`src/design/sct_pkg.sv`:
```
package sct_pkg;

  // character codes the tokenizer reacts to
  localparam logic [7:0] CH_DOLLAR = 8'h24;
  localparam logic [7:0] CH_GT     = 8'h3E;
  localparam logic [7:0] CH_ONE    = 8'h31;
  localparam logic [7:0] CH_SPACE  = 8'h20;
  localparam logic [7:0] CH_NL     = 8'h0A;
  localparam logic [7:0] CH_BSLASH = 8'h5C;
  localparam logic [7:0] CH_SQUOTE = 8'h27;
  localparam logic [7:0] CH_DQUOTE = 8'h22;

  // most results one item can cause
  localparam int MAX_RES = 3;

  // default depth of the queue between front and back
  localparam int QUEUE_DEPTH_DEF = 2;

  typedef enum logic [2:0] {
    KIND_ARG_CHAR  = 3'd0,
    KIND_ARG_END   = 3'd1,
    KIND_FILE_CHAR = 3'd2,
    KIND_FILE_END  = 3'd3,
    KIND_LINE_END  = 3'd4
  } kind_t;

  // one result
  typedef struct packed {
    logic [7:0] chr;
    kind_t      kind;
  } res_t;

  // all results of one item, cnt of them valid from entry 0
  typedef struct packed {
    logic [1:0]           cnt;
    res_t [MAX_RES-1:0]   r;
  } bundle_t;

endpackage

```
`src/design/sct_front.sv`:
```
module sct_front (
  input  logic              clk,
  input  logic              rst,
  input  logic              push,
  input  logic [7:0]        ch,
  input  logic              end_of_line,
  input  logic              q_full,
  output logic              q_push,
  output sct_pkg::bundle_t  q_data
);

  typedef enum logic [1:0] {
    ESC_NONE = 2'd0,
    ESC_BARE = 2'd1,
    ESC_DQ   = 2'd2
  } esc_t;

  typedef enum logic [1:0] {
    RD_NONE = 2'd0,
    RD_SKIP = 2'd1,
    RD_NAME = 2'd2
  } redir_t;

  // results gathered for one item, plus the open-word flag they affect
  typedef struct packed {
    logic [1:0]                         n;
    sct_pkg::res_t [sct_pkg::MAX_RES-1:0] r;
    logic                               tok;
  } acc_t;

  function automatic acc_t emit(acc_t a, logic [7:0] c, sct_pkg::kind_t k);
    acc_t b;
    b = a;
    if (b.n != 2'(sct_pkg::MAX_RES)) begin
      b.r[b.n].chr  = c;
      b.r[b.n].kind = k;
      b.n = b.n + 2'd1;
      if (k == sct_pkg::KIND_ARG_CHAR) begin
        b.tok = 1'b1;
      end
    end
    return b;
  endfunction

  function automatic acc_t close_word(acc_t a);
    acc_t b;
    b = a;
    if (b.tok) begin
      b = emit(b, 8'h00, sct_pkg::KIND_ARG_END);
    end
    b.tok = 1'b0;
    return b;
  endfunction

  logic   in_single_quote, in_single_quote_next;
  logic   in_double_quote, in_double_quote_next;
  esc_t   escape_mode, escape_mode_next;
  logic   held_one, held_one_next;
  redir_t redirect_mode, redirect_mode_next;
  logic   token_open;
  acc_t   acc;
  logic   do_plain;
  logic   accept;

  assign accept = push && !q_full;

  // classify the item, gather its results and the next state
  always_comb begin
    acc                  = '0;
    acc.tok              = token_open;
    in_single_quote_next = in_single_quote;
    in_double_quote_next = in_double_quote;
    escape_mode_next     = escape_mode;
    held_one_next        = held_one;
    redirect_mode_next   = redirect_mode;
    do_plain             = 1'b0;

    if (end_of_line) begin
      if (redirect_mode != RD_NONE) begin
        acc = emit(acc, 8'h00, sct_pkg::KIND_FILE_END);
      end else if (held_one) begin
        acc = emit(acc, sct_pkg::CH_ONE, sct_pkg::KIND_ARG_CHAR);
      end else if (escape_mode == ESC_DQ) begin
        acc = emit(acc, sct_pkg::CH_BSLASH, sct_pkg::KIND_ARG_CHAR);
      end
      acc = close_word(acc);
      acc = emit(acc, 8'h00, sct_pkg::KIND_LINE_END);
      in_single_quote_next = 1'b0;
      in_double_quote_next = 1'b0;
      escape_mode_next     = ESC_NONE;
      held_one_next        = 1'b0;
      redirect_mode_next   = RD_NONE;
      acc.tok              = 1'b0;
    end else if (redirect_mode == RD_SKIP) begin
      if (ch != sct_pkg::CH_SPACE) begin
        acc = emit(acc, ch, sct_pkg::KIND_FILE_CHAR);
        redirect_mode_next = RD_NAME;
      end
    end else if (redirect_mode != RD_NONE) begin
      if (ch == sct_pkg::CH_SPACE) begin
        acc = emit(acc, 8'h00, sct_pkg::KIND_FILE_END);
        redirect_mode_next = RD_NONE;
      end else begin
        acc = emit(acc, ch, sct_pkg::KIND_FILE_CHAR);
      end
    end else if (escape_mode == ESC_BARE) begin
      escape_mode_next = ESC_NONE;
      acc = emit(acc, ch, sct_pkg::KIND_ARG_CHAR);
    end else if (escape_mode == ESC_DQ) begin
      escape_mode_next = ESC_NONE;
      if (ch inside {sct_pkg::CH_DOLLAR, sct_pkg::CH_DQUOTE, sct_pkg::CH_BSLASH,
                     sct_pkg::CH_NL}) begin
        acc = emit(acc, ch, sct_pkg::KIND_ARG_CHAR);
      end else begin
        acc = emit(acc, sct_pkg::CH_BSLASH, sct_pkg::KIND_ARG_CHAR);
        acc = emit(acc, ch, sct_pkg::KIND_ARG_CHAR);
      end
    end else if (held_one) begin
      held_one_next = 1'b0;
      if (ch == sct_pkg::CH_GT) begin
        acc = close_word(acc);
        redirect_mode_next = RD_SKIP;
      end else begin
        acc = emit(acc, sct_pkg::CH_ONE, sct_pkg::KIND_ARG_CHAR);
        do_plain = 1'b1;
      end
    end else begin
      do_plain = 1'b1;
    end

    // ordinary character handling, quote state as it was before this item
    if (do_plain) begin
      if (ch == sct_pkg::CH_BSLASH) begin
        if (in_single_quote) begin
          acc = emit(acc, sct_pkg::CH_BSLASH, sct_pkg::KIND_ARG_CHAR);
        end else if (in_double_quote) begin
          escape_mode_next = ESC_DQ;
        end else begin
          escape_mode_next = ESC_BARE;
        end
      end else if (!in_single_quote && !in_double_quote && ch == sct_pkg::CH_ONE) begin
        held_one_next = 1'b1;
      end else if (!in_single_quote && !in_double_quote && ch == sct_pkg::CH_GT) begin
        acc = close_word(acc);
        redirect_mode_next = RD_SKIP;
      end else if (ch == sct_pkg::CH_SQUOTE && !in_double_quote) begin
        in_single_quote_next = !in_single_quote;
      end else if (ch == sct_pkg::CH_DQUOTE && !in_single_quote) begin
        in_double_quote_next = !in_double_quote;
      end else if (!in_single_quote && !in_double_quote && ch == sct_pkg::CH_SPACE) begin
        acc = close_word(acc);
      end else begin
        acc = emit(acc, ch, sct_pkg::KIND_ARG_CHAR);
      end
    end
  end

  // items with no result put nothing in the queue
  assign q_push     = accept && (acc.n != 2'd0);
  assign q_data.cnt = acc.n;
  assign q_data.r   = acc.r;

  // tokenizer state
  always_ff @(posedge clk) begin
    if (rst) begin
      in_single_quote <= 1'b0;
      in_double_quote <= 1'b0;
      escape_mode     <= ESC_NONE;
      held_one        <= 1'b0;
      redirect_mode   <= RD_NONE;
      token_open      <= 1'b0;
    end else if (accept) begin
      in_single_quote <= in_single_quote_next;
      in_double_quote <= in_double_quote_next;
      escape_mode     <= escape_mode_next;
      held_one        <= held_one_next;
      redirect_mode   <= redirect_mode_next;
      token_open      <= acc.tok;
    end
  end

  // a pending backslash or held one only lives outside a filename
  a_esc_no_redir: assert property (@(posedge clk) disable iff (rst)
    (escape_mode != ESC_NONE) |-> (redirect_mode == RD_NONE && !held_one))
    else $error("backslash pending together with redirect or held one");

  a_held_no_redir: assert property (@(posedge clk) disable iff (rst)
    held_one |-> (redirect_mode == RD_NONE && !in_single_quote && !in_double_quote))
    else $error("held one outside the unquoted state");

  // an end of line item always leaves the reset state behind it
  a_eol_clears: assert property (@(posedge clk) disable iff (rst)
    (accept && end_of_line) |=>
      (!token_open && !held_one && redirect_mode == RD_NONE && escape_mode == ESC_NONE))
    else $error("state not cleared after end of line");

  a_quotes_exclusive: assert property (@(posedge clk) disable iff (rst)
    !(in_single_quote && in_double_quote))
    else $error("both quote modes active");

endmodule

```
`src/design/sct_queue.sv`:
```
module sct_queue #(
  parameter int DEPTH = sct_pkg::QUEUE_DEPTH_DEF
) (
  input  logic              clk,
  input  logic              rst,
  input  logic              wr,
  input  sct_pkg::bundle_t  wdata,
  input  logic              rd,
  output sct_pkg::bundle_t  rdata,
  output logic              full,
  output logic              valid
);

  localparam int PW = (DEPTH > 1) ? $clog2(DEPTH) : 1;
  localparam int CW = $clog2(DEPTH + 1);

  sct_pkg::bundle_t slots [DEPTH];
  logic [PW-1:0]    wptr;
  logic [PW-1:0]    rptr;
  logic [CW-1:0]    count;
  logic             do_wr;
  logic             do_rd;

  assign full  = (count == CW'(DEPTH));
  assign valid = (count != '0);
  assign do_wr = wr && !full;
  assign do_rd = rd && valid;
  assign rdata = slots[rptr];

  // pointers and fill count
  always_ff @(posedge clk) begin
    if (rst) begin
      wptr  <= '0;
      rptr  <= '0;
      count <= '0;
    end else begin
      if (do_wr) begin
        wptr <= (wptr == PW'(DEPTH - 1)) ? '0 : wptr + PW'(1);
      end
      if (do_rd) begin
        rptr <= (rptr == PW'(DEPTH - 1)) ? '0 : rptr + PW'(1);
      end
      if (do_wr && !do_rd) begin
        count <= count + CW'(1);
      end else if (do_rd && !do_wr) begin
        count <= count - CW'(1);
      end
    end
  end

  // bundle storage
  always_ff @(posedge clk) begin
    if (do_wr) begin
      slots[wptr] <= wdata;
    end
  end

  a_no_overflow: assert property (@(posedge clk) disable iff (rst)
    count <= CW'(DEPTH))
    else $error("queue count beyond depth");

  a_ptr_gap: assert property (@(posedge clk) disable iff (rst)
    (count == '0 || count == CW'(DEPTH)) |-> (wptr == rptr))
    else $error("queue pointers disagree with count");

  a_no_empty_bundle: assert property (@(posedge clk) disable iff (rst)
    valid |-> (rdata.cnt != 2'd0))
    else $error("empty bundle in queue");

endmodule

```
`src/design/sct_back.sv`:
```
module sct_back (
  input  logic              clk,
  input  logic              rst,
  input  logic              q_valid,
  input  sct_pkg::bundle_t  q_data,
  output logic              q_pop,
  input  logic              pop,
  output logic              empty,
  output logic [7:0]        out_char,
  output logic [2:0]        kind,
  output logic              last_of_run
);

  logic       out_valid;
  logic [1:0] idx;
  logic       load;
  logic       is_last;

  // take the next result whenever the output register is free or drains
  assign load    = q_valid && (!out_valid || pop);
  assign is_last = (idx == q_data.cnt - 2'd1);
  assign q_pop   = load && is_last;
  assign empty   = !out_valid;

  // result walk and output register
  always_ff @(posedge clk) begin
    if (rst) begin
      out_valid <= 1'b0;
      idx       <= '0;
    end else begin
      if (load) begin
        out_valid <= 1'b1;
        idx       <= is_last ? 2'd0 : idx + 2'd1;
      end else if (pop) begin
        out_valid <= 1'b0;
      end
    end
  end

  always_ff @(posedge clk) begin
    if (load) begin
      out_char    <= q_data.r[idx].chr;
      kind        <= 3'(q_data.r[idx].kind);
      last_of_run <= is_last;
    end
  end

  a_idx_in_bundle: assert property (@(posedge clk) disable iff (rst)
    q_valid |-> (idx < q_data.cnt))
    else $error("result index past bundle end");

  a_idx_rests: assert property (@(posedge clk) disable iff (rst)
    !q_valid |-> (idx == 2'd0))
    else $error("result index left mid bundle");

  a_pop_last: assert property (@(posedge clk) disable iff (rst)
    q_pop |=> (out_valid && last_of_run))
    else $error("bundle retired without last result shown");

endmodule

```
`src/design/shell_command_tokenizer.sv`:
```
// Shell command tokenizer
//
// Input channel: one character per item on ch, or a terminator item with
// end_of_line set. An item is taken at a clock edge with push high and full
// low. Result channel: while empty is low the oldest result sits on out_char,
// kind and last_of_run; it is taken at an edge with pop high. Each item gives
// zero to three results, the last one flagged by last_of_run.
//
// The front classifies an item in the cycle it is taken and writes all of its
// results as one entry into a small queue; the back hands them out one per
// cycle through an output register while the receiver keeps popping. A result
// passes through the queue and then the output register before it reaches the
// ports. Items are taken one per cycle as long as the back keeps up; an item
// with several results holds the back longer and full rises when the queue
// fills. When the receiver stops popping, results wait in the output register
// and the queue, and full stops further items once the queue is full.
//
// Reset (rst, synchronous) clears the quote, escape, redirect and word state
// and empties the queue and output register.
module shell_command_tokenizer #(
  parameter int QUEUE_DEPTH = sct_pkg::QUEUE_DEPTH_DEF
) (
  input  logic       clk,
  input  logic       rst,
  input  logic       push,
  output logic       full,
  input  logic [7:0] ch,
  input  logic       end_of_line,
  output logic       empty,
  input  logic       pop,
  output logic [7:0] out_char,
  output logic [2:0] kind,
  output logic       last_of_run
);

  logic             q_push;
  logic             q_pop;
  logic             q_valid;
  sct_pkg::bundle_t q_wdata;
  sct_pkg::bundle_t q_rdata;

  // tokenizer state and classification
  sct_front u_front (
    .clk         (clk),
    .rst         (rst),
    .push        (push),
    .ch          (ch),
    .end_of_line (end_of_line),
    .q_full      (full),
    .q_push      (q_push),
    .q_data      (q_wdata)
  );

  // result bundles between front and back
  sct_queue #(
    .DEPTH (QUEUE_DEPTH)
  ) u_queue (
    .clk   (clk),
    .rst   (rst),
    .wr    (q_push),
    .wdata (q_wdata),
    .rd    (q_pop),
    .rdata (q_rdata),
    .full  (full),
    .valid (q_valid)
  );

  // one result per cycle to the output while the receiver keeps popping
  sct_back u_back (
    .clk         (clk),
    .rst         (rst),
    .q_valid     (q_valid),
    .q_data      (q_rdata),
    .q_pop       (q_pop),
    .pop         (pop),
    .empty       (empty),
    .out_char    (out_char),
    .kind        (kind),
    .last_of_run (last_of_run)
  );

endmodule
```
`config.mk`:
```
export PLATFORM = sky130hd
export DESIGN_NAME = shell_command_tokenizer
export DESIGN_NICKNAME = d
export VERILOG_FILES = /design/src/design/sct_pkg.sv /design/src/design/sct_front.sv /design/src/design/sct_queue.sv /design/src/design/sct_back.sv /design/src/design/shell_command_tokenizer.sv
export SDC_FILE = /design/constraint.sdc
export NUM_CORES = 1
export LEC_CHECK = 0
export BUFFER_PORTS_ARGS = -buffer_cell sky130_fd_sc_hd__buf_2
export CORE_MARGIN = 3
export CORE_UTILIZATION = 55
export CTS_CLUSTER_DIAMETER = 200
export DETAILED_ROUTE_END_ITERATION = 10
export HOLD_SLACK_MARGIN = 0.02
export PLACE_DENSITY = 0.76
export SYNTH_ARGS = -nofsm -noshare
export SYNTH_HDL_FRONTEND = slang
export SYNTH_SLANG_ARGS = --single-unit
export TNS_END_PERCENT = 100
```
`constraint.sdc`:
```
create_clock -name clk -period 6 [get_ports clk]
set_clock_uncertainty 0.1 [all_clocks]
set_input_delay 0.6 -clock clk [delete_from_list [all_inputs] [get_ports clk]]
set_output_delay 0.6 -clock clk [all_outputs]
set_load 0.01 [all_outputs]
```
# [Word-level counts from Yosys, hierarchy flattened]
# Memory sizes are Yosys's and may differ from the RTL's. A register that Yosys moved wholly into a read port is not among the register bits.
# Cells that the tools add are included.
[word_totals] inputBits=13 output_inout_bits=14 mem_bits_rw=70 mem_count=1 elab_cells=218 reg_bits=27
[mem_list] memory="u_queue.slots" words=2 width=35 read_ports=1 rd_clocked_by_memory_dff=1 write_ports=1 line_no="sct_queue.sv:17" text="sct_pkg::bundle_t slots [DEPTH];"
[op_classes] add_sub_neg=10 n_lt_le_gt_ge=9 reduce_logical=31 muxes=135 n_eq_ne=18
[ops] cell="two-way mux 36 bit" count=24
[ops] cell="bitwise mux 33 bit" count=12
[ops] cell="two-way mux 35 bit" count=7
[ops] cell="demux 11 bit (select 2 bit)" count=8
[ops] cell="two-way mux 12 bit" count=7
[ops] cell="two-way mux 2 bit" count=31
[ops] cell="two-way mux 11 bit" count=5
[ops] cell="== test 8 x 6 -> 1 bit (second input constant)" count=6
[ops] cell="two-way mux 1 bit" count=36
[ops] cell="binary-select mux 11 bit (select 2 bit)" count=1
[ops] cell="logical AND 1 bit" count=18
[ops] cell="< comparator 2 x 3 -> 1 bit (second input constant)" count=5
[ops] cell="adder 2 x 1 -> 2 bit (second input constant)" count=6
[ops] cell="two-way mux 3 bit" count=4
[ops] cell="nonzero test 2 bit" count=5
[ops] cell="== test 8 x 4 -> 1 bit (second input constant)" count=1
[ops] cell="== test 8 x 7 -> 1 bit (second input constant)" count=1
[ops] cell=">= comparator 2 x 1 -> 1 bit (second input constant)" count=4
[ops] cell="inequality test 2 bit (second input constant)" count=4
[ops] cell="inequality test 8 x 6 -> 1 bit (second input constant)" count=1
[ops] cell="zero test 1 bit" count=6
[ops] cell="== test 2 x 1 -> 1 bit (second input constant)" count=2
[ops] cell="== test 2 bit (second input constant)" count=2
[ops] cell="nonzero test 4 bit" count=1
[ops] cell="4 further kinds" count=6

# [Depth between registers and ports, before layout]
# Gate-level depths: netlist of run 1.
[depth] depth_word=44 mapped_depth=15 mapped_depth_nobuf=15

# [Hierarchy]
# Synthesis of run 1 repeated with hierarchy kept, for this count alone.
[unflattened] hier_cells=485 hier_area_um2=5412.7
[modules_own_cells] mod="sct_queue" instances=1 cells_each=134 area_per_inst_um2=2736.4
[modules_own_cells] mod="sct_front" instances=1 cells_each=276 area_per_inst_um2=1874.3
[modules_own_cells] mod="sct_back" instances=1 cells_each=75 area_per_inst_um2=802.0

# [Worst setup path after synthesis of run 1]
# No wires, ideal clock.
[synth_timing] path_kind="input port to flip-flop" start="in ch[0]" end="mem u_queue.slots[0][0] (netlist bit) (enable)" setup_slack_ns=0.136 path_buffers=1 path_stages=8 t_required_ns=5.416 t_arrival_ns=5.280 setup_ns=0.484 cell_sequence="or4b_1 buf_2 or4_4 a31oi_4 nor3_1 nor4b_2 nor3_4 a311oi_1"
[synth_via] elab_chain_len=23
[synth_rtl] element="start: declaration" line_no="shell_command_tokenizer.sv:27" text="input logic [7:0] ch,"
[synth_rtl] element="== test 8 x 6 -> 1 bit, or another cell as far along" line_no="sct_front.sv:111" text="if (ch inside {sct_pkg::CH_DOLLAR, sct_pkg::CH_DQUOTE, sct_pkg::CH_BSLASH,"
[synth_rtl] element="nonzero test 4 bit or two-way mux 35 bit (tied branches)" line_no="sct_front.sv:111, sct_front.sv:120"
[synth_rtl] element="two-way mux 36 bit, on equally long branches" line_no="sct_front.sv:111, sct_front.sv:118"
[synth_rtl] element="two-way mux 36 bit" line_no="sct_front.sv:109" text="end else if (escape_mode == ESC_DQ) begin"
[synth_rtl] element="two-way mux 36 bit" line_no="sct_front.sv:106" text="end else if (escape_mode == ESC_BARE) begin"
[synth_rtl] element="two-way mux 36 bit" line_no="sct_front.sv:99" text="end else if (redirect_mode != RD_NONE) begin"
[synth_rtl] element="two-way mux 36 bit" line_no="sct_front.sv:94" text="end else if (redirect_mode == RD_SKIP) begin"
[synth_rtl] element="two-way mux 36 bit" line_no="sct_front.sv:78" text="if (end_of_line) begin"
[synth_rtl] element="[... 7 more ...]"
[synth_rtl] element="two-way mux 36 bit" line_no="sct_front.sv:141" text="end else if (!in_single_quote && !in_double_quote && ch == sct_pkg::CH_ONE) begin"
[synth_rtl] element="two-way mux 36 bit" line_no="sct_front.sv:133" text="if (ch == sct_pkg::CH_BSLASH) begin"
[synth_rtl] element="two-way mux 36 bit (*)" line_no="sct_front.sv:132" text="if (do_plain) begin"
[synth_rtl] element="nonzero test 2 bit (*)" line_no="sct_front.sv:159" text="assign q_push = accept && (acc.n != 2'd0);"
[synth_rtl] element="logical AND 1 bit (*)" line_no="sct_front.sv:159"
[synth_rtl] element="logical AND 1 bit (*)" line_no="sct_queue.sv:26" text="assign do_wr = wr && !full;"
[synth_rtl] element="two-way mux 1 bit (*)" line_no="sct_queue.sv:53" text="if (do_wr) begin"
[synth_rtl] element="two-way mux 1 bit (not written as such) (*)" line_no="sct_queue.sv:54" text="slots[wptr] <= wdata;"
[synth_rtl] element="end: declaration" line_no="sct_queue.sv:17"
# Every way passes the cells marked *; elsewhere a longest branch is shown, timed or not.

# [Final worst setup path of run 1]
[layout_timing] start="reg u_front.escape_mode[1]" end="mem u_queue.slots[1][32] (netlist bit) (enable)"
[layout_via] elab_chain_len=27
[layout_rtl] element="start: declaration" line_no="sct_front.sv:57" text="esc_t escape_mode, escape_mode_next;"
[layout_rtl] element="start signal: assignment" line_no="sct_front.sv:175" text="escape_mode <= escape_mode_next;"
[layout_rtl] element="== test 2 bit" line_no="sct_front.sv:83, sct_front.sv:109"
[layout_rtl] element="two-way mux 35 bit" line_no="sct_front.sv:83" text="end else if (escape_mode == ESC_DQ) begin"
[layout_rtl] element="two-way mux 36 bit" line_no="sct_front.sv:81" text="end else if (held_one) begin"
[layout_rtl] element="two-way mux 36 bit" line_no="sct_front.sv:79" text="if (redirect_mode != RD_NONE) begin"
[layout_rtl] element="two-way mux 36 bit" line_no="sct_front.sv:78"
[layout_rtl] element="adder 2 x 1 -> 2 bit or inequality test 2 bit (tied branches)" line_no="sct_front.sv:37, sct_front.sv:34"
[layout_rtl] element="two-way mux 35 bit" line_no="sct_front.sv:34" text="if (b.n != 2'(sct_pkg::MAX_RES)) begin"
[layout_rtl] element="two-way mux 36 bit" line_no="sct_front.sv:48" text="if (b.tok) begin"
[layout_rtl] element="[... 11 more ...]"
[layout_rtl] element="two-way mux 36 bit" line_no="sct_front.sv:141"
[layout_rtl] element="two-way mux 36 bit" line_no="sct_front.sv:133"
[layout_rtl] element="two-way mux 36 bit (*)" line_no="sct_front.sv:132"
[layout_rtl] element="nonzero test 2 bit (*)" line_no="sct_front.sv:159"
[layout_rtl] element="logical AND 1 bit (*)" line_no="sct_front.sv:159"
[layout_rtl] element="logical AND 1 bit (*)" line_no="sct_queue.sv:26"
[layout_rtl] element="two-way mux 1 bit (*)" line_no="sct_queue.sv:53"
[layout_rtl] element="two-way mux 1 bit (not written as such) (*)" line_no="sct_queue.sv:54"
# Every way passes the cells marked *; elsewhere a longest branch is shown, timed or not. The select of a mux whose other input is x is not followed.

==> impl_metrics.prom, run 1 <==
# TYPE chip_impl_metric gauge
chip_impl_metric{name="clock_tree.buffer_depth",unit=""} 2
chip_impl_metric{name="cts_max_level",unit=""} 3
chip_impl_metric{name="pin_count",unit=""} 27
chip_impl_metric{name="num_antenna_cells",unit=""} 0
chip_impl_metric{name="worst_pin_slew",unit="ns"} 0.804
chip_impl_metric{name="postSynthCellCount",unit=""} 415
chip_impl_metric{name="wire_per_inst",unit="um"} 18.5
chip_impl_metric{name="number_of_enable_type_register_cells_in_the_synthesized_netlist",unit=""} 78
chip_impl_metric{name="synth_top_cell_area_share",unit="%"} 49.0
chip_impl_metric{name="cap_violations",unit=""} 0
chip_impl_metric{name="netlist_area",unit="um^2"} 4780
chip_impl_metric{name="drc_markers",unit=""} 0
chip_impl_metric{name="detailedPlace.worstSlack",unit="ns"} 1.86
chip_impl_metric{name="nNetsFinal",unit=""} 464
chip_impl_metric{name="grt_use_total",unit="%"} 22.0
chip_impl_metric{name="worstSkewPairLatency",unit="ns"} 0.35
chip_impl_metric{name="number_of_global_route_vias_before_repair",unit=""} 3294
chip_impl_metric{name="worst-path-stages",unit=""} 12
chip_impl_metric{name="proportion_of_layout_cells_with_a_drive_suffix_above_1",unit="%"} 16.2
chip_impl_metric{name="floorplan.initialDensity",unit="%"} 57.3
chip_impl_metric{name="fp.dieW",unit="um"} 99.2
chip_impl_metric{name="synthesized_area_divided_by_synthesized_cell_count",unit="um^2"} 11.5
chip_impl_metric{name="power_frac_seq",unit="%"} 49.1
chip_impl_metric{name="power_frac_clock",unit="%"} 19.4
chip_impl_info{name="critPathMostFrequentCell",value="sky130_fd_sc_hd__nor2_1"} 1
chip_impl_metric{name="fin_ws",unit="ns"} 2.22
chip_impl_metric{name="place_hpwl",unit="um"} 7440
chip_impl_metric{name="reg2reg_slack",unit="ns"} 2.22
chip_impl_metric{name="ys_seq_elements",unit=""} 94
chip_impl_metric{name="final-setup-viol-count",unit=""} 0
chip_impl_metric{name="synth.lib_cells_used.distinct",unit=""} 71
chip_impl_metric{name="post_drt_via_cell_ratio",unit=""} 6.01
chip_impl_metric{name="synth-warning-count",unit=""} 0
chip_impl_metric{name="worst-path-buf-inv",unit=""} 2
chip_impl_metric{name="place_inst",unit=""} 541
chip_impl_metric{name="globalplace.congestion",unit=""} 0.978
chip_impl_metric{name="syn_to_final_growth",unit="%"} 9.72
chip_impl_info{name="final_common_cell",value="sky130_fd_sc_hd__edfxtp_1"} 1
chip_impl_metric{name="detailed_place.area",unit="um^2"} 5060
chip_impl_metric{name="net-switching-power",unit="W"} 0.000677
chip_impl_metric{name="firstDrtPassIters",unit=""} 5
chip_impl_metric{name="comb_power_share",unit="%"} 31.5
chip_impl_metric{name="power_report.internal_total",unit="W"} 0.00133
chip_impl_metric{name="finish.cell_count_without_fillers",unit=""} 557
chip_impl_info{name="worst_path_max_delay_cell",value="sky130_fd_sc_hd__buf_4"} 1
chip_impl_info{name="cpLargestDelayFamily",value="simple AND/OR/NAND/NOR gates"} 1
chip_impl_info{name="clk_root_buffer_cell",value="sky130_fd_sc_hd__clkbuf_8"} 1
chip_impl_metric{name="crit_required",unit="ns"} 5.90
chip_impl_metric{name="peakVddDrop",unit="uV"} 157
chip_impl_info{name="crit_type",value="reg2reg"} 1
chip_impl_metric{name="hold-path-cell-count",unit=""} 2
chip_impl_info{name="most-common-layout-cells",value="78 x sky130_fd_sc_hd__edfxtp_1, 28 x sky130_fd_sc_hd__inv_1, 27 x sky130_fd_sc_hd__nor2_1, 27 x sky130_fd_sc_hd__a21oi_1, 26 x sky130_fd_sc_hd__buf_2"} 1
chip_impl_metric{name="power_switching_share",unit="%"} 33.8
chip_impl_metric{name="leakage",unit="nW"} 1.85
chip_impl_metric{name="maximum_number_of_pins_on_one_net_before_global_route_repair",unit=""} 34
chip_impl_metric{name="slew_headroom",unit="%"} 46.3
chip_impl_metric{name="totalWireLength",unit="um"} 10300
chip_impl_info{name="clock_tree_from_tritoncts",value="built"} 1
chip_impl_metric{name="detailroute.via_count",unit=""} 3345
chip_impl_metric{name="yosysSeqAreaShare",unit="%"} 55.7
chip_impl_metric{name="data_arrival_time_of_the_critical_path",unit="ns"} 3.69
chip_impl_info{name="synthTopCellsByArea",value="sky130_fd_sc_hd__edfxtp_1 49%, sky130_fd_sc_hd__dfxtp_1 6.7%, sky130_fd_sc_hd__mux4_2 4.7%"} 1
chip_impl_metric{name="antenna_found_initial",unit=""} 0
chip_impl_metric{name="num_rows",unit=""} 33
chip_impl_metric{name="worst_setup_hold_path_clk_slew",unit="ns"} 0.09
chip_impl_metric{name="cts_hold_buf",unit=""} 0
chip_impl_metric{name="crit_path_time_final",unit="ns"} 3.78
chip_impl_metric{name="numPortBuffers",unit=""} 26
chip_impl_info{name="min-delay-path-class",value="reg2reg"} 1
chip_impl_metric{name="critical_path.max_fanout",unit=""} 31
chip_impl_info{name="yosys.area.top_type",value="sky130_fd_sc_hd__edfxtp_1"} 1
chip_impl_metric{name="die_h",unit="um"} 99.2
chip_impl_metric{name="total_count_of_max_transition_violations_in_the_final_report",unit=""} 0
chip_impl_metric{name="f_max",unit="MHz"} 264
chip_impl_metric{name="fin_tns_setup",unit="ns"} 0
chip_impl_info{name="result_of_the_run",value="finished clean"} 1
chip_impl_metric{name="p_per_area",unit="nW/um^2"} 382
chip_impl_info{name="worst_setup_path_end_kind",value="flop"} 1
chip_impl_metric{name="r2r.worst_path.cells",unit=""} 12
chip_impl_metric{name="numCtsBuffers",unit=""} 9
chip_impl_metric{name="async_flop_share",unit="%"} 0
chip_impl_metric{name="final_cell_area",unit="um^2"} 5240
chip_impl_metric{name="tritoncts_num_sinks",unit=""} 94
chip_impl_info{name="rsz0062_at_grt",value="false"} 1
chip_impl_metric{name="grt_pass1_wl",unit="um"} 16900
chip_impl_metric{name="min_period_over_period",unit="%"} 63.1
chip_impl_metric{name="grt-ovfl-total",unit=""} 0
chip_impl_info{name="yosys_most_used_dff",value="sky130_fd_sc_hd__edfxtp_1"} 1
chip_impl_metric{name="post-cts-setup-buffer-count",unit=""} 0
chip_impl_info{name="critPathLaunchType",value="flop"} 1
chip_impl_metric{name="post_cts.resized_instances",unit=""} 0
chip_impl_metric{name="fp.dieArea",unit="um^2"} 9840
chip_impl_metric{name="number_of_drc_markers_after_the_initial_detailed_route_iteration",unit=""} 175
chip_impl_metric{name="cp_slowest_stage_delay",unit="ns"} 0.45
chip_impl_info{name="cell_by_cell_trace_of_the_critical_path",value="inv_1 > nor2_1 > nor2_1 > o21ai_0 > ha_1 > nor2_1 > nor2_1 > a2bb2oi_1 > a22o_1 > or2_4 > a311oi_4 > buf_4"} 1
chip_impl_metric{name="core",unit="um^2"} 8340
chip_impl_metric{name="final_antenna_net_count",unit=""} 0
chip_impl_metric{name="hold_viol",unit=""} 0
## kinds of logic (layout without fill, tap and decap cells)
logic type                 count (synthesis)  count (layout)  share of synthesized area (%)
xor gates and xnor gates                   7               7                           1.28
other                                      1              18                         0.0785
muxes                                     23              23                           7.44
DFF                                       94              94                           55.7
and+or+nand+nor                          126             126                           14.9
AOI/OAI and AO/OA                        107             107                           15.2
adders and majority gates                  4               4                           1.05
buffers and inverters                     53              73                           4.30
## metal layers
layer	global-route usage, %	vias to the layer above	share of wire (%)
met3	4.14	20	5.8
met5	0	-	0
met4	8.09	0	2.5
met2	36.1	113	50
met1	29.4	1595	42
li1	-	1617	-
## cells in the mapped netlist (all sizes together) (3+ instances only)
cell / number
or4: 3
buf: 5
inv: 28
o211ai: 4
a211oi: 5
mux2i: 13
a31oi: 4
nor2: 27
nand4: 4
a21o: 5
edfxtp: 78
clkbuf: 20
o22ai: 11
xnor2: 4
a311oi: 3
or4b: 3
and2: 12
dfxtp: 16
ha: 4
o221ai: 3
xor2: 3
nand2: 22
a21boi: 3
nor3: 13
mux4: 10
or2: 6
nand3: 10
o21ai: 22
a21oi: 27
nand2b: 7
nor4b: 3
## power groups by stage
stage,Combinational (W),Clock (W),Sequential (W)
after detailed placement,0.000637,0,0.00100
after floorplan,0.000449,0,0.000995
after global routing,0.000695,0.000425,0.00100
after global placement,0.000620,0,0.000991
final,0.000631,0.000389,0.000984
after CTS,0.000639,0.000396,0.000986
## sequential cells by signal, summed over array words and instances (netlist names), 2 cells and up, named ones only
signal                 count
u_front.escape_mode        2
u_queue.slots             66
u_queue.count              2
u_back.out_char            8
u_back.kind                3
u_back.idx                 2
u_front.redirect_mode      2
## worst min-delay path: cells and delay by family (launching register included)
kind             cells  cell delay, ns
AND/OR/NAND/NOR      1            0.08
AO/OA/AOI/OAI        1            0.06
flip-flops           1            0.32
## worst paths after layout
kind / start / to
setup / recovery: u_front.escape_mode[1]$_SDFFE_PP0P_ / u_queue.slots[1][32]$_DFFE_PP_
hold / removal: u_back.out_valid$_SDFFE_PP0P_ / u_back.out_valid$_SDFFE_PP0P_
hold reg to reg: u_back.out_valid$_SDFFE_PP0P_ / u_back.out_valid$_SDFFE_PP0P_
setup reg to reg: u_front.escape_mode[1]$_SDFFE_PP0P_ / u_queue.slots[1][32]$_DFFE_PP_
## stage by stage
| stage | util (%) | hold slack, ns | total power (W) |
|---|---|---|---|
| 6_report | 62.8 | 0.403 | 0.00200 |
| 5_1_grt | 62.8 | 0.445 | 0.00212 |
| 4_1_cts | 62.8 | 0.408 | 0.00202 |
| 3_5_place_dp | 60.7 | 0.396 | 0.00164 |
| 3_3_place_gp | 60.7 | 0.373 | 0.00161 |
| 2_1_floorplan | - | 0.363 | 0.00144 |
## layout make-up
class	instances	area (um^2)
Clock buffer	10	128
Clock inverter	6	53.8
Fill cell	646	3100
Inverter	28	105
Multi-Input combinational cell	285	2010
Sequential cell	94	2660
Tap cell	105	131
Timing Repair Buffer	29	153
Power figures use the tool's default switching activity.
==> run 2: changes to the inputs <==
ABC_AREA = 1   (was unset)
clock period = 3.3 ns   (was 6 ns; I/O delays follow)
==> run 2 against run 1 <==
Effect of this change: global-route usage up 1.4 points; register-to-register slack worse by 1.9 ns; count of clock-buffer cells in the layout decreased by 1; cell area grew 6.3%; sequential share of layout area shrank 3.0 points; total power grew 78%; critical endpoint is now u_queue.count[1]$_SDFFE_PP0P_.
==> impl_metrics.prom, run 2 <==
# TYPE chip_impl_metric gauge
chip_impl_metric{name="totalWireLength",unit="um"} 11100
chip_impl_metric{name="drc_markers",unit=""} 0
chip_impl_metric{name="cts_max_level",unit=""} 3
chip_impl_info{name="yosys.area.top_type",value="sky130_fd_sc_hd__edfxtp_1"} 1
chip_impl_metric{name="globalplace.congestion",unit=""} 1.00
chip_impl_metric{name="num_rows",unit=""} 33
chip_impl_metric{name="detailroute.via_count",unit=""} 3903
chip_impl_metric{name="utilization",unit="%"} 65.8
chip_impl_metric{name="fp.dieArea",unit="um^2"} 10200
chip_impl_metric{name="hold_viol",unit=""} 0
chip_impl_metric{name="largest_register_ff_count",unit=""} 66
chip_impl_metric{name="number_of_drc_markers_after_the_initial_detailed_route_iteration",unit=""} 258
chip_impl_metric{name="netlist_area",unit="um^2"} 4950
chip_impl_metric{name="synth.lib_cells_used.distinct",unit=""} 47
chip_impl_info{name="crit_type",value="reg2reg"} 1
chip_impl_info{name="synth.cells.most_frequent",value="89 x sky130_fd_sc_hd__nand2_1, 78 x sky130_fd_sc_hd__edfxtp_1, 75 x sky130_fd_sc_hd__nor2_1"} 1
chip_impl_metric{name="async_flop_share",unit="%"} 0
chip_impl_metric{name="pin_count",unit=""} 27
chip_impl_metric{name="total_count_of_max_transition_violations_in_the_final_report",unit=""} 0
chip_impl_metric{name="synth_top_cell_area_share",unit="%"} 47.3
chip_impl_info{name="layout_top_registers",value="u_queue.slots (66), u_back.out_char (8), u_back.kind (3)"} 1
chip_impl_metric{name="cts_hold_buf",unit=""} 0
chip_impl_metric{name="number_of_global_route_vias_before_repair",unit=""} 3789
chip_impl_metric{name="numCtsBuffers",unit=""} 9
chip_impl_info{name="final_common_cell",value="sky130_fd_sc_hd__nand2_1"} 1
chip_impl_metric{name="r2r.worst_path.cells",unit=""} 21
chip_impl_metric{name="filler_cell_count",unit=""} 692
chip_impl_metric{name="f_max",unit="MHz"} 331
chip_impl_metric{name="postSynthCellCount",unit=""} 539
chip_impl_metric{name="die_h",unit="um"} 101
chip_impl_info{name="clk_root_buffer_cell",value="sky130_fd_sc_hd__clkbuf_8"} 1
chip_impl_metric{name="grt-ovfl-total",unit=""} 0
chip_impl_metric{name="place_hpwl",unit="um"} 8220
chip_impl_info{name="largest_register",value="u_queue.slots"} 1
chip_impl_info{name="r2r_end",value="u_queue.count[1]$_SDFFE_PP0P_"} 1
chip_impl_metric{name="wire_per_inst",unit="um"} 15.8
chip_impl_metric{name="detailedPlace.worstSlack",unit="ns"} 0.0578
chip_impl_info{name="clock_tree_from_tritoncts",value="built"} 1
chip_impl_metric{name="syn_to_final_growth",unit="%"} 12.4
chip_impl_metric{name="fp.dieW",unit="um"} 101
chip_impl_metric{name="final_antenna_net_count",unit=""} 0
chip_impl_metric{name="core",unit="um^2"} 8460
chip_impl_metric{name="fin_tns_setup",unit="ns"} 0
chip_impl_metric{name="register_area",unit="um^2"} 2660
chip_impl_metric{name="nNetsFinal",unit=""} 611
chip_impl_metric{name="ys_seq_elements",unit=""} 94
chip_impl_metric{name="fin_ws",unit="ns"} 0.282
chip_impl_metric{name="proportion_of_layout_cells_with_a_drive_suffix_above_1",unit="%"} 19.4
chip_impl_metric{name="worst_setup_hold_path_clk_slew",unit="ns"} 0.10
chip_impl_metric{name="synthesized_area_divided_by_synthesized_cell_count",unit="um^2"} 9.19
chip_impl_info{name="setup.worst_path.start",value="u_front.escape_mode[1]$_SDFFE_PP0P_"} 1
chip_impl_info{name="min-delay-path-class",value="in2reg"} 1
chip_impl_metric{name="firstDrtPassIters",unit=""} 4
chip_impl_metric{name="yosysSeqAreaShare",unit="%"} 53.8
chip_impl_info{name="result_of_the_run",value="finished clean"} 1
chip_impl_metric{name="worst_pin_slew",unit="ns"} 0.618
chip_impl_metric{name="detailed_place.area",unit="um^2"} 5340
chip_impl_metric{name="reg2reg_slack",unit="ns"} 0.28
chip_impl_metric{name="final_cell_area",unit="um^2"} 5570
chip_impl_metric{name="floorplan.initialDensity",unit="%"} 58.5
chip_impl_metric{name="post_drt_via_cell_ratio",unit=""} 5.54
chip_impl_metric{name="peakVddDrop",unit="uV"} 296
chip_impl_metric{name="grt_pass1_wl",unit="um"} 18600
chip_impl_info{name="rsz0062_at_grt",value="false"} 1
chip_impl_info{name="worst_setup_path_end_kind",value="flop"} 1
chip_impl_metric{name="numPortBuffers",unit=""} 26
chip_impl_info{name="synthTopCellsByArea",value="sky130_fd_sc_hd__edfxtp_1 47%, sky130_fd_sc_hd__nand2_1 6.7%, sky130_fd_sc_hd__dfxtp_1 6.5%"} 1
chip_impl_metric{name="place_inst",unit=""} 684
chip_impl_metric{name="clock_tree.buffer_depth",unit=""} 2
chip_impl_metric{name="maximum_number_of_pins_on_one_net_before_global_route_repair",unit=""} 34
chip_impl_metric{name="p_per_area",unit="nW/um^2"} 639
chip_impl_metric{name="min_period_over_period",unit="%"} 91.4
chip_impl_metric{name="data_arrival_time_of_the_critical_path",unit="ns"} 3.16
chip_impl_info{name="startpoint_of_the_worst_register_to_register_path",value="u_front.escape_mode[1]$_SDFFE_PP0P_"} 1
chip_impl_info{name="critPathLaunchType",value="flop"} 1
chip_impl_metric{name="final-setup-viol-count",unit=""} 0
chip_impl_metric{name="num_antenna_cells",unit=""} 0
chip_impl_metric{name="leakage",unit="nW"} 2.33
chip_impl_metric{name="finish.cell_count_without_fillers",unit=""} 704
chip_impl_info{name="most-common-layout-cells",value="87 x sky130_fd_sc_hd__nand2_1, 78 x sky130_fd_sc_hd__edfxtp_1, 73 x sky130_fd_sc_hd__nor2_1"} 1
chip_impl_info{name="endpoint",value="u_queue.count[1]$_SDFFE_PP0P_"} 1
chip_impl_metric{name="tritoncts_num_sinks",unit=""} 94
chip_impl_metric{name="crit_path_time_final",unit="ns"} 3.02
chip_impl_metric{name="number_of_enable_type_register_cells_in_the_synthesized_netlist",unit=""} 78
chip_impl_metric{name="crit_required",unit="ns"} 3.44
chip_impl_metric{name="grt_use_total",unit="%"} 23.4
chip_impl_metric{name="antenna_found_initial",unit=""} 0
chip_impl_metric{name="area_of_the_multi_input_gates",unit="um^2"} 2070
chip_impl_metric{name="cap_violations",unit=""} 0
chip_impl_metric{name="synth-warning-count",unit=""} 0
chip_impl_metric{name="critical_path.max_fanout",unit=""} 6
chip_impl_info{name="synth.most_common_cell",value="sky130_fd_sc_hd__nand2_1"} 1
chip_impl_info{name="yosys_most_used_dff",value="sky130_fd_sc_hd__edfxtp_1"} 1
chip_impl_metric{name="slew_headroom",unit="%"} 58.6
chip_impl_metric{name="worstSkewPairLatency",unit="ns"} 0.36
run 2: changes by cell type after synthesis, moves of 7 or more:
cell,previous run,this run
sky130_fd_sc_hd__nand3_1,10,18
sky130_fd_sc_hd__o21ai_0,20,64
sky130_fd_sc_hd__inv_2,0,7
sky130_fd_sc_hd__nand2_2,0,12
sky130_fd_sc_hd__nand2_1,22,89
sky130_fd_sc_hd__nor2_1,27,75
sky130_fd_sc_hd__mux2i_1,13,1
sky130_fd_sc_hd__and2_1,12,0
sky130_fd_sc_hd__nand2b_1,7,0
sky130_fd_sc_hd__clkbuf_1,20,12
sky130_fd_sc_hd__inv_1,28,52
sky130_fd_sc_hd__mux4_2,10,0
run 2: layer usage:
| metal | routed length (um) | GRT usage, % |
|---|---|---|
| met5 | 0 | 0 |
| met4 | 163 | 5.52 |
| met3 | 597 | 4.01 |
| met2 | 5570 | 40.4 |
| met1 | 4770 | 31.0 |
run 2: layout make-up:
type / instances / share of cell area [%]
flip-flops and latches: 94 / 47.8
well taps: 105 / 2.36
inverters: 62 / 4.27
multi-input cells: 384 / 37.1
repair buffers: 43 / 5.08
clock inverters: 7 / 1.12
clock buffers: 9 / 2.22
run 2: metrics by stage:
step	hold slack, ns	total power [W]
floorplan	0.372	0.00249
global placement	0.381	0.00284
detailed placement	0.390	0.00287
CTS	0.147	0.00358
global route	0.162	0.00383
finish	0.160	0.00356
run 2: repair_timing:
| action | 4_1_cts | 5_1_grt |
|---|---|---|
| setup buffers | 0 | 4 |
| endpoints found under the setup margin | 0 | 16 |
| gates resized for setup | 0 | 7 |
run 2: cell families after synthesis:
family | share of synthesized area [%]
xor gates and xnor gates | 0.354
buffers and inverters | 6.16
muxes | 0.202
DFF | 53.8
other | 0.0757
AOI/OAI and AO/OA | 13.8
and+or+nand+nor | 24.6
adders and majority gates | 1.01
run 2: where the power goes:
part | switching [W] | total (W) | internal [W] | leakage, nW
sequential | 0.0000667 | 0.00168 | 0.00162 | 0.867
clock | 0.000418 | 0.000709 | 0.000291 | 0.0980
combinational | 0.000786 | 0.00117 | 0.000383 | 1.37
run 2: how the worst min path moves through the flow:
stage / startpoint / to / slack, ns / depth (start not counted)
2_1_floorplan: u_front.escape_mode[1]$_SDFFE_PP0P_ / u_front.escape_mode[1]$_SDFFE_PP0P_ / 0.37 / 2
3_3_place_gp: u_front.escape_mode[1]$_SDFFE_PP0P_ / u_front.escape_mode[1]$_SDFFE_PP0P_ / 0.38 / 2
3_5_place_dp: u_queue.rptr$_SDFFE_PP0P_ / flop / 0.39 / 2
4_1_cts: pop / u_back.out_valid$_SDFFE_PP0P_ / 0.15 / 4
5_1_grt: pop / u_back.out_valid$_SDFFE_PP0P_ / 0.16 / 4
6_report: pop / u_back.out_valid$_SDFFE_PP0P_ / 0.16 / 4
run 2: worst max-delay path, stage by stage (launching register included):
cell,delay (ns)
sky130_fd_sc_hd__dfxtp_2,0.34
sky130_fd_sc_hd__inv_1,0.11
sky130_fd_sc_hd__nor2_4,0.06
sky130_fd_sc_hd__inv_1,0.09
sky130_fd_sc_hd__nand2_2,0.07
sky130_fd_sc_hd__nor2_2,0.13
sky130_fd_sc_hd__inv_1,0.05
sky130_fd_sc_hd__ha_1,0.32
sky130_fd_sc_hd__or2_4,0.29
sky130_fd_sc_hd__nand2_4,0.11
sky130_fd_sc_hd__inv_4,0.06
sky130_fd_sc_hd__nor2_8,0.07
sky130_fd_sc_hd__nand2_1,0.06
sky130_fd_sc_hd__nand2_2,0.09
sky130_fd_sc_hd__nand3_2,0.11
sky130_fd_sc_hd__nand2_2,0.11
sky130_fd_sc_hd__inv_1,0.05
sky130_fd_sc_hd__ha_1,0.30
sky130_fd_sc_hd__a21oi_1,0.12
sky130_fd_sc_hd__o21ai_1,0.09
sky130_fd_sc_hd__o21ai_1,0.12
sky130_fd_sc_hd__a21oi_1,0.05
==> run 3: changes to the inputs <==
GPL_TIMING_DRIVEN = 0   (was unset)
==> run 3 against run 2 <==
Effect of this change: first-iteration DRC count fell by 3.5%; die area did not move; fmax fell by 5.3%; wire length rose by 6.1%; critical path depth did not move; global-route usage rose by 0.89 points; sequential share of layout area fell by 0.64 points; total power rose by 5.8%; sequential power barely moved; utilization rose by 0.96 points; largest power group unchanged; register-to-register slack got worse by 0.17 ns; hold slack improved by 0.022 ns.
==> impl_metrics.prom, run 3 (synthesis results as in run 2) <==
# TYPE chip_impl_metric gauge
chip_impl_metric{name="totalWireLength",unit="um"} 11800
chip_impl_metric{name="cts_max_level",unit=""} 3
chip_impl_metric{name="globalplace.congestion",unit=""} 0.990
chip_impl_metric{name="utilization",unit="%"} 66.8
chip_impl_metric{name="fp.dieW",unit="um"} 101
chip_impl_metric{name="detailedPlace.worstSlack",unit="ns"} -0.536
chip_impl_info{name="critPathMostFrequentCell",value="sky130_fd_sc_hd__inv_1"} 1
chip_impl_metric{name="place_hpwl",unit="um"} 8480
chip_impl_metric{name="firstDrtPassIters",unit=""} 5
chip_impl_metric{name="worst-path-stages",unit=""} 21
chip_impl_metric{name="final_cell_area",unit="um^2"} 5650
chip_impl_info{name="worst_setup_path_end_kind",value="flop"} 1
chip_impl_info{name="most-common-layout-cells",value="87 x sky130_fd_sc_hd__nand2_1, 78 x sky130_fd_sc_hd__edfxtp_1, 73 x sky130_fd_sc_hd__nor2_1"} 1
chip_impl_info{name="cell_by_cell_trace_of_the_critical_path",value="inv_1 > nor2_4 > inv_1 > nand2_2 > nor2_2 > inv_1 > ha_1 > or2_4 > nand2_4 > inv_4 > nor2_8 > nand2_1 > nand2_2 > nand3_2 > nand2_4 > inv_1 > ha_1 > a21oi_1 > o21ai_0 > o21ai_1 > a21oi_1"} 1
chip_impl_metric{name="detailed_place.area",unit="um^2"} 5280
chip_impl_metric{name="data_arrival_time_of_the_critical_path",unit="ns"} 3.33
chip_impl_metric{name="die_h",unit="um"} 101
chip_impl_metric{name="wire_per_inst",unit="um"} 16.6
chip_impl_metric{name="total_count_of_max_transition_violations_in_the_final_report",unit=""} 0
chip_impl_metric{name="grt_use_total",unit="%"} 24.3
chip_impl_metric{name="place_inst",unit=""} 685
chip_impl_metric{name="cap_violations",unit=""} 0
chip_impl_metric{name="num_rows",unit=""} 33
chip_impl_metric{name="worst-path-buf-inv",unit=""} 5
chip_impl_metric{name="crit_path_time_final",unit="ns"} 3.19
chip_impl_metric{name="proportion_of_layout_cells_with_a_drive_suffix_above_1",unit="%"} 18.8
chip_impl_metric{name="numCtsBuffers",unit=""} 9
chip_impl_metric{name="slew_headroom",unit="%"} 40.9
chip_impl_metric{name="clock_tree.buffer_depth",unit=""} 2
chip_impl_metric{name="final-setup-viol-count",unit=""} 0
chip_impl_metric{name="hold-path-cell-count",unit=""} 4
chip_impl_metric{name="worstSkewPairLatency",unit="ns"} 0.35
chip_impl_metric{name="detailroute.via_count",unit=""} 3910
chip_impl_metric{name="peakVddDrop",unit="uV"} 274
chip_impl_metric{name="register_area",unit="um^2"} 2670
chip_impl_metric{name="cp_slowest_stage_delay",unit="ns"} 0.35
chip_impl_info{name="min-delay-path-class",value="in2reg"} 1
chip_impl_metric{name="largest_register_ff_count",unit=""} 66
chip_impl_metric{name="post_drt_via_cell_ratio",unit=""} 5.51
chip_impl_metric{name="core",unit="um^2"} 8460
chip_impl_info{name="rsz0062_at_grt",value="true"} 1
chip_impl_metric{name="fp.dieArea",unit="um^2"} 10200
chip_impl_metric{name="worst_setup_hold_path_clk_slew",unit="ns"} 0.09
chip_impl_info{name="layout_top_registers",value="u_queue.slots (66), u_back.out_char (8), u_back.kind (3)"} 1
chip_impl_metric{name="nNetsFinal",unit=""} 617
chip_impl_info{name="clock_tree_from_tritoncts",value="built"} 1
chip_impl_metric{name="hold_viol",unit=""} 0
chip_impl_metric{name="leakage",unit="nW"} 2.33
chip_impl_metric{name="floorplan.initialDensity",unit="%"} 58.5
chip_impl_metric{name="numPortBuffers",unit=""} 24
chip_impl_metric{name="final_antenna_net_count",unit=""} 0
chip_impl_info{name="worst_path_max_delay_cell",value="sky130_fd_sc_hd__dfxtp_2"} 1
chip_impl_info{name="largest_register",value="u_queue.slots"} 1
chip_impl_metric{name="antenna_found_initial",unit=""} 0
chip_impl_metric{name="drc_markers",unit=""} 0
chip_impl_metric{name="maximum_number_of_pins_on_one_net_before_global_route_repair",unit=""} 18
chip_impl_metric{name="grt_pass1_wl",unit="um"} 19100
chip_impl_info{name="critPathLaunchType",value="flop"} 1
chip_impl_info{name="crit_type",value="reg2reg"} 1
chip_impl_metric{name="syn_to_final_growth",unit="%"} 14.1
chip_impl_metric{name="number_of_drc_markers_after_the_initial_detailed_route_iteration",unit=""} 249
chip_impl_metric{name="p_per_area",unit="nW/um^2"} 667
chip_impl_metric{name="worst_pin_slew",unit="ns"} 0.886
chip_impl_metric{name="finish.cell_count_without_fillers",unit=""} 710
chip_impl_info{name="cpLargestDelayFamily",value="simple AND/OR/NAND/NOR gates"} 1
chip_impl_metric{name="hold_slack",unit="ns"} 0.182
chip_impl_metric{name="crit_required",unit="ns"} 3.45
chip_impl_metric{name="tritoncts_num_sinks",unit=""} 94
chip_impl_metric{name="fin_ws",unit="ns"} 0.113
chip_impl_metric{name="f_max",unit="MHz"} 314
chip_impl_metric{name="grt-ovfl-total",unit=""} 0
chip_impl_metric{name="critical_path.max_fanout",unit=""} 6
chip_impl_info{name="final_common_cell",value="sky130_fd_sc_hd__nand2_1"} 1
chip_impl_info{name="clk_root_buffer_cell",value="sky130_fd_sc_hd__clkbuf_8"} 1
chip_impl_metric{name="num_antenna_cells",unit=""} 0
chip_impl_metric{name="area_of_the_multi_input_gates",unit="um^2"} 2090
chip_impl_metric{name="filler_cell_count",unit=""} 670
chip_impl_metric{name="pin_count",unit=""} 27
chip_impl_metric{name="r2r.worst_path.cells",unit=""} 21
chip_impl_metric{name="min_period_over_period",unit="%"} 96.6
chip_impl_metric{name="number_of_global_route_vias_before_repair",unit=""} 3789
chip_impl_info{name="result_of_the_run",value="finished clean"} 1
[run 3: changes by cell type in the layout (fill, tap and decap cells not counted), moves of 2 or more]
cell	delta
sky130_fd_sc_hd__clkinv_4	-2
sky130_fd_sc_hd__clkinvlp_4	+3
sky130_fd_sc_hd__buf_4	-10
sky130_fd_sc_hd__clkbuf_1	+12
sky130_fd_sc_hd__dfxtp_2	+2
sky130_fd_sc_hd__clkbuf_8	+2
sky130_fd_sc_hd__dfxtp_1	-2
sky130_fd_sc_hd__bufinv_16	+2
[run 3: path summary, 6_finish.rpt]
kind / end / slack [ns] / startpoint
hold / removal: u_back.out_valid$_SDFFE_PP0P_ / 0.18 / pop
setup reg to reg: u_queue.count[1]$_SDFFE_PP0P_ / 0.11 / u_front.escape_mode[1]$_SDFFE_PP0P_
hold reg to reg: u_front.escape_mode[1]$_SDFFE_PP0P_ / 0.41 / u_front.escape_mode[1]$_SDFFE_PP0P_
setup / recovery: u_queue.count[1]$_SDFFE_PP0P_ / 0.11 / u_front.escape_mode[1]$_SDFFE_PP0P_
[run 3: per-stage QoR]
| step | setup TNS, ns | power [W] |
|---|---|---|
| finish | 0 | 0.00377 |
| global route | -0.117 | 0.00400 |
| floorplan | 0 | 0.00249 |
| detailed placement | -28.39 | 0.00285 |
| CTS | 0 | 0.00374 |
| global placement | -25.26 | 0.00282 |
[run 3: report_power, final]
| part | internal [W] | total, W | switching, W |
|---|---|---|---|
| Sequential | 0.00162 | 0.00169 | 0.0000762 |
| Combinational | 0.000379 | 0.00120 | 0.000819 |
| Clock | 0.000476 | 0.000875 | 0.000399 |
[run 3: cell type report]
cell class	instances	share of cell area [%]
plain buffers	16	1.20
clock buffers	11	2.68
clock inverters	5	1.55
inverters	62	4.27
multi-input cells	385	36.9
flip-flops and latches	94	47.2
well taps	105	2.33
repair buffers	31	3.72
repair inverters	1	0.133
[run 3: repair_timing]
item,4_1_cts,5_1_grt
buffers inserted,3,4
pin swaps,4,2
resized for setup,7,5
hold buffers,0,0
endpoints found under the setup margin,68,68
endpoints found under the hold margin,0,0
gates cloned,2,0
[run 3: worst reg2reg max path, cell delays in order (launching register included)]
cell	delay, ns
sky130_fd_sc_hd__dfxtp_2	0.35
sky130_fd_sc_hd__inv_1	0.12
sky130_fd_sc_hd__nor2_4	0.05
sky130_fd_sc_hd__inv_1	0.09
sky130_fd_sc_hd__nand2_2	0.08
sky130_fd_sc_hd__nor2_2	0.13
sky130_fd_sc_hd__inv_1	0.05
sky130_fd_sc_hd__ha_1	0.32
sky130_fd_sc_hd__or2_4	0.28
sky130_fd_sc_hd__nand2_4	0.12
sky130_fd_sc_hd__inv_4	0.07
sky130_fd_sc_hd__nor2_8	0.12
sky130_fd_sc_hd__nand2_1	0.10
sky130_fd_sc_hd__nand2_2	0.10
sky130_fd_sc_hd__nand3_2	0.13
sky130_fd_sc_hd__nand2_4	0.11
sky130_fd_sc_hd__inv_1	0.05
sky130_fd_sc_hd__ha_1	0.30
sky130_fd_sc_hd__a21oi_1	0.11
sky130_fd_sc_hd__o21ai_0	0.11
sky130_fd_sc_hd__o21ai_1	0.14
sky130_fd_sc_hd__a21oi_1	0.05
[run 3: metal layers]
layer	wire length, um	global-route usage, %	vias up
li1	-	-	1955
met1	4930	30.1	1811
met2	6060	42.5	128
met3	566	4.91	16
met4	214	8.18	0
met5	0	0	-
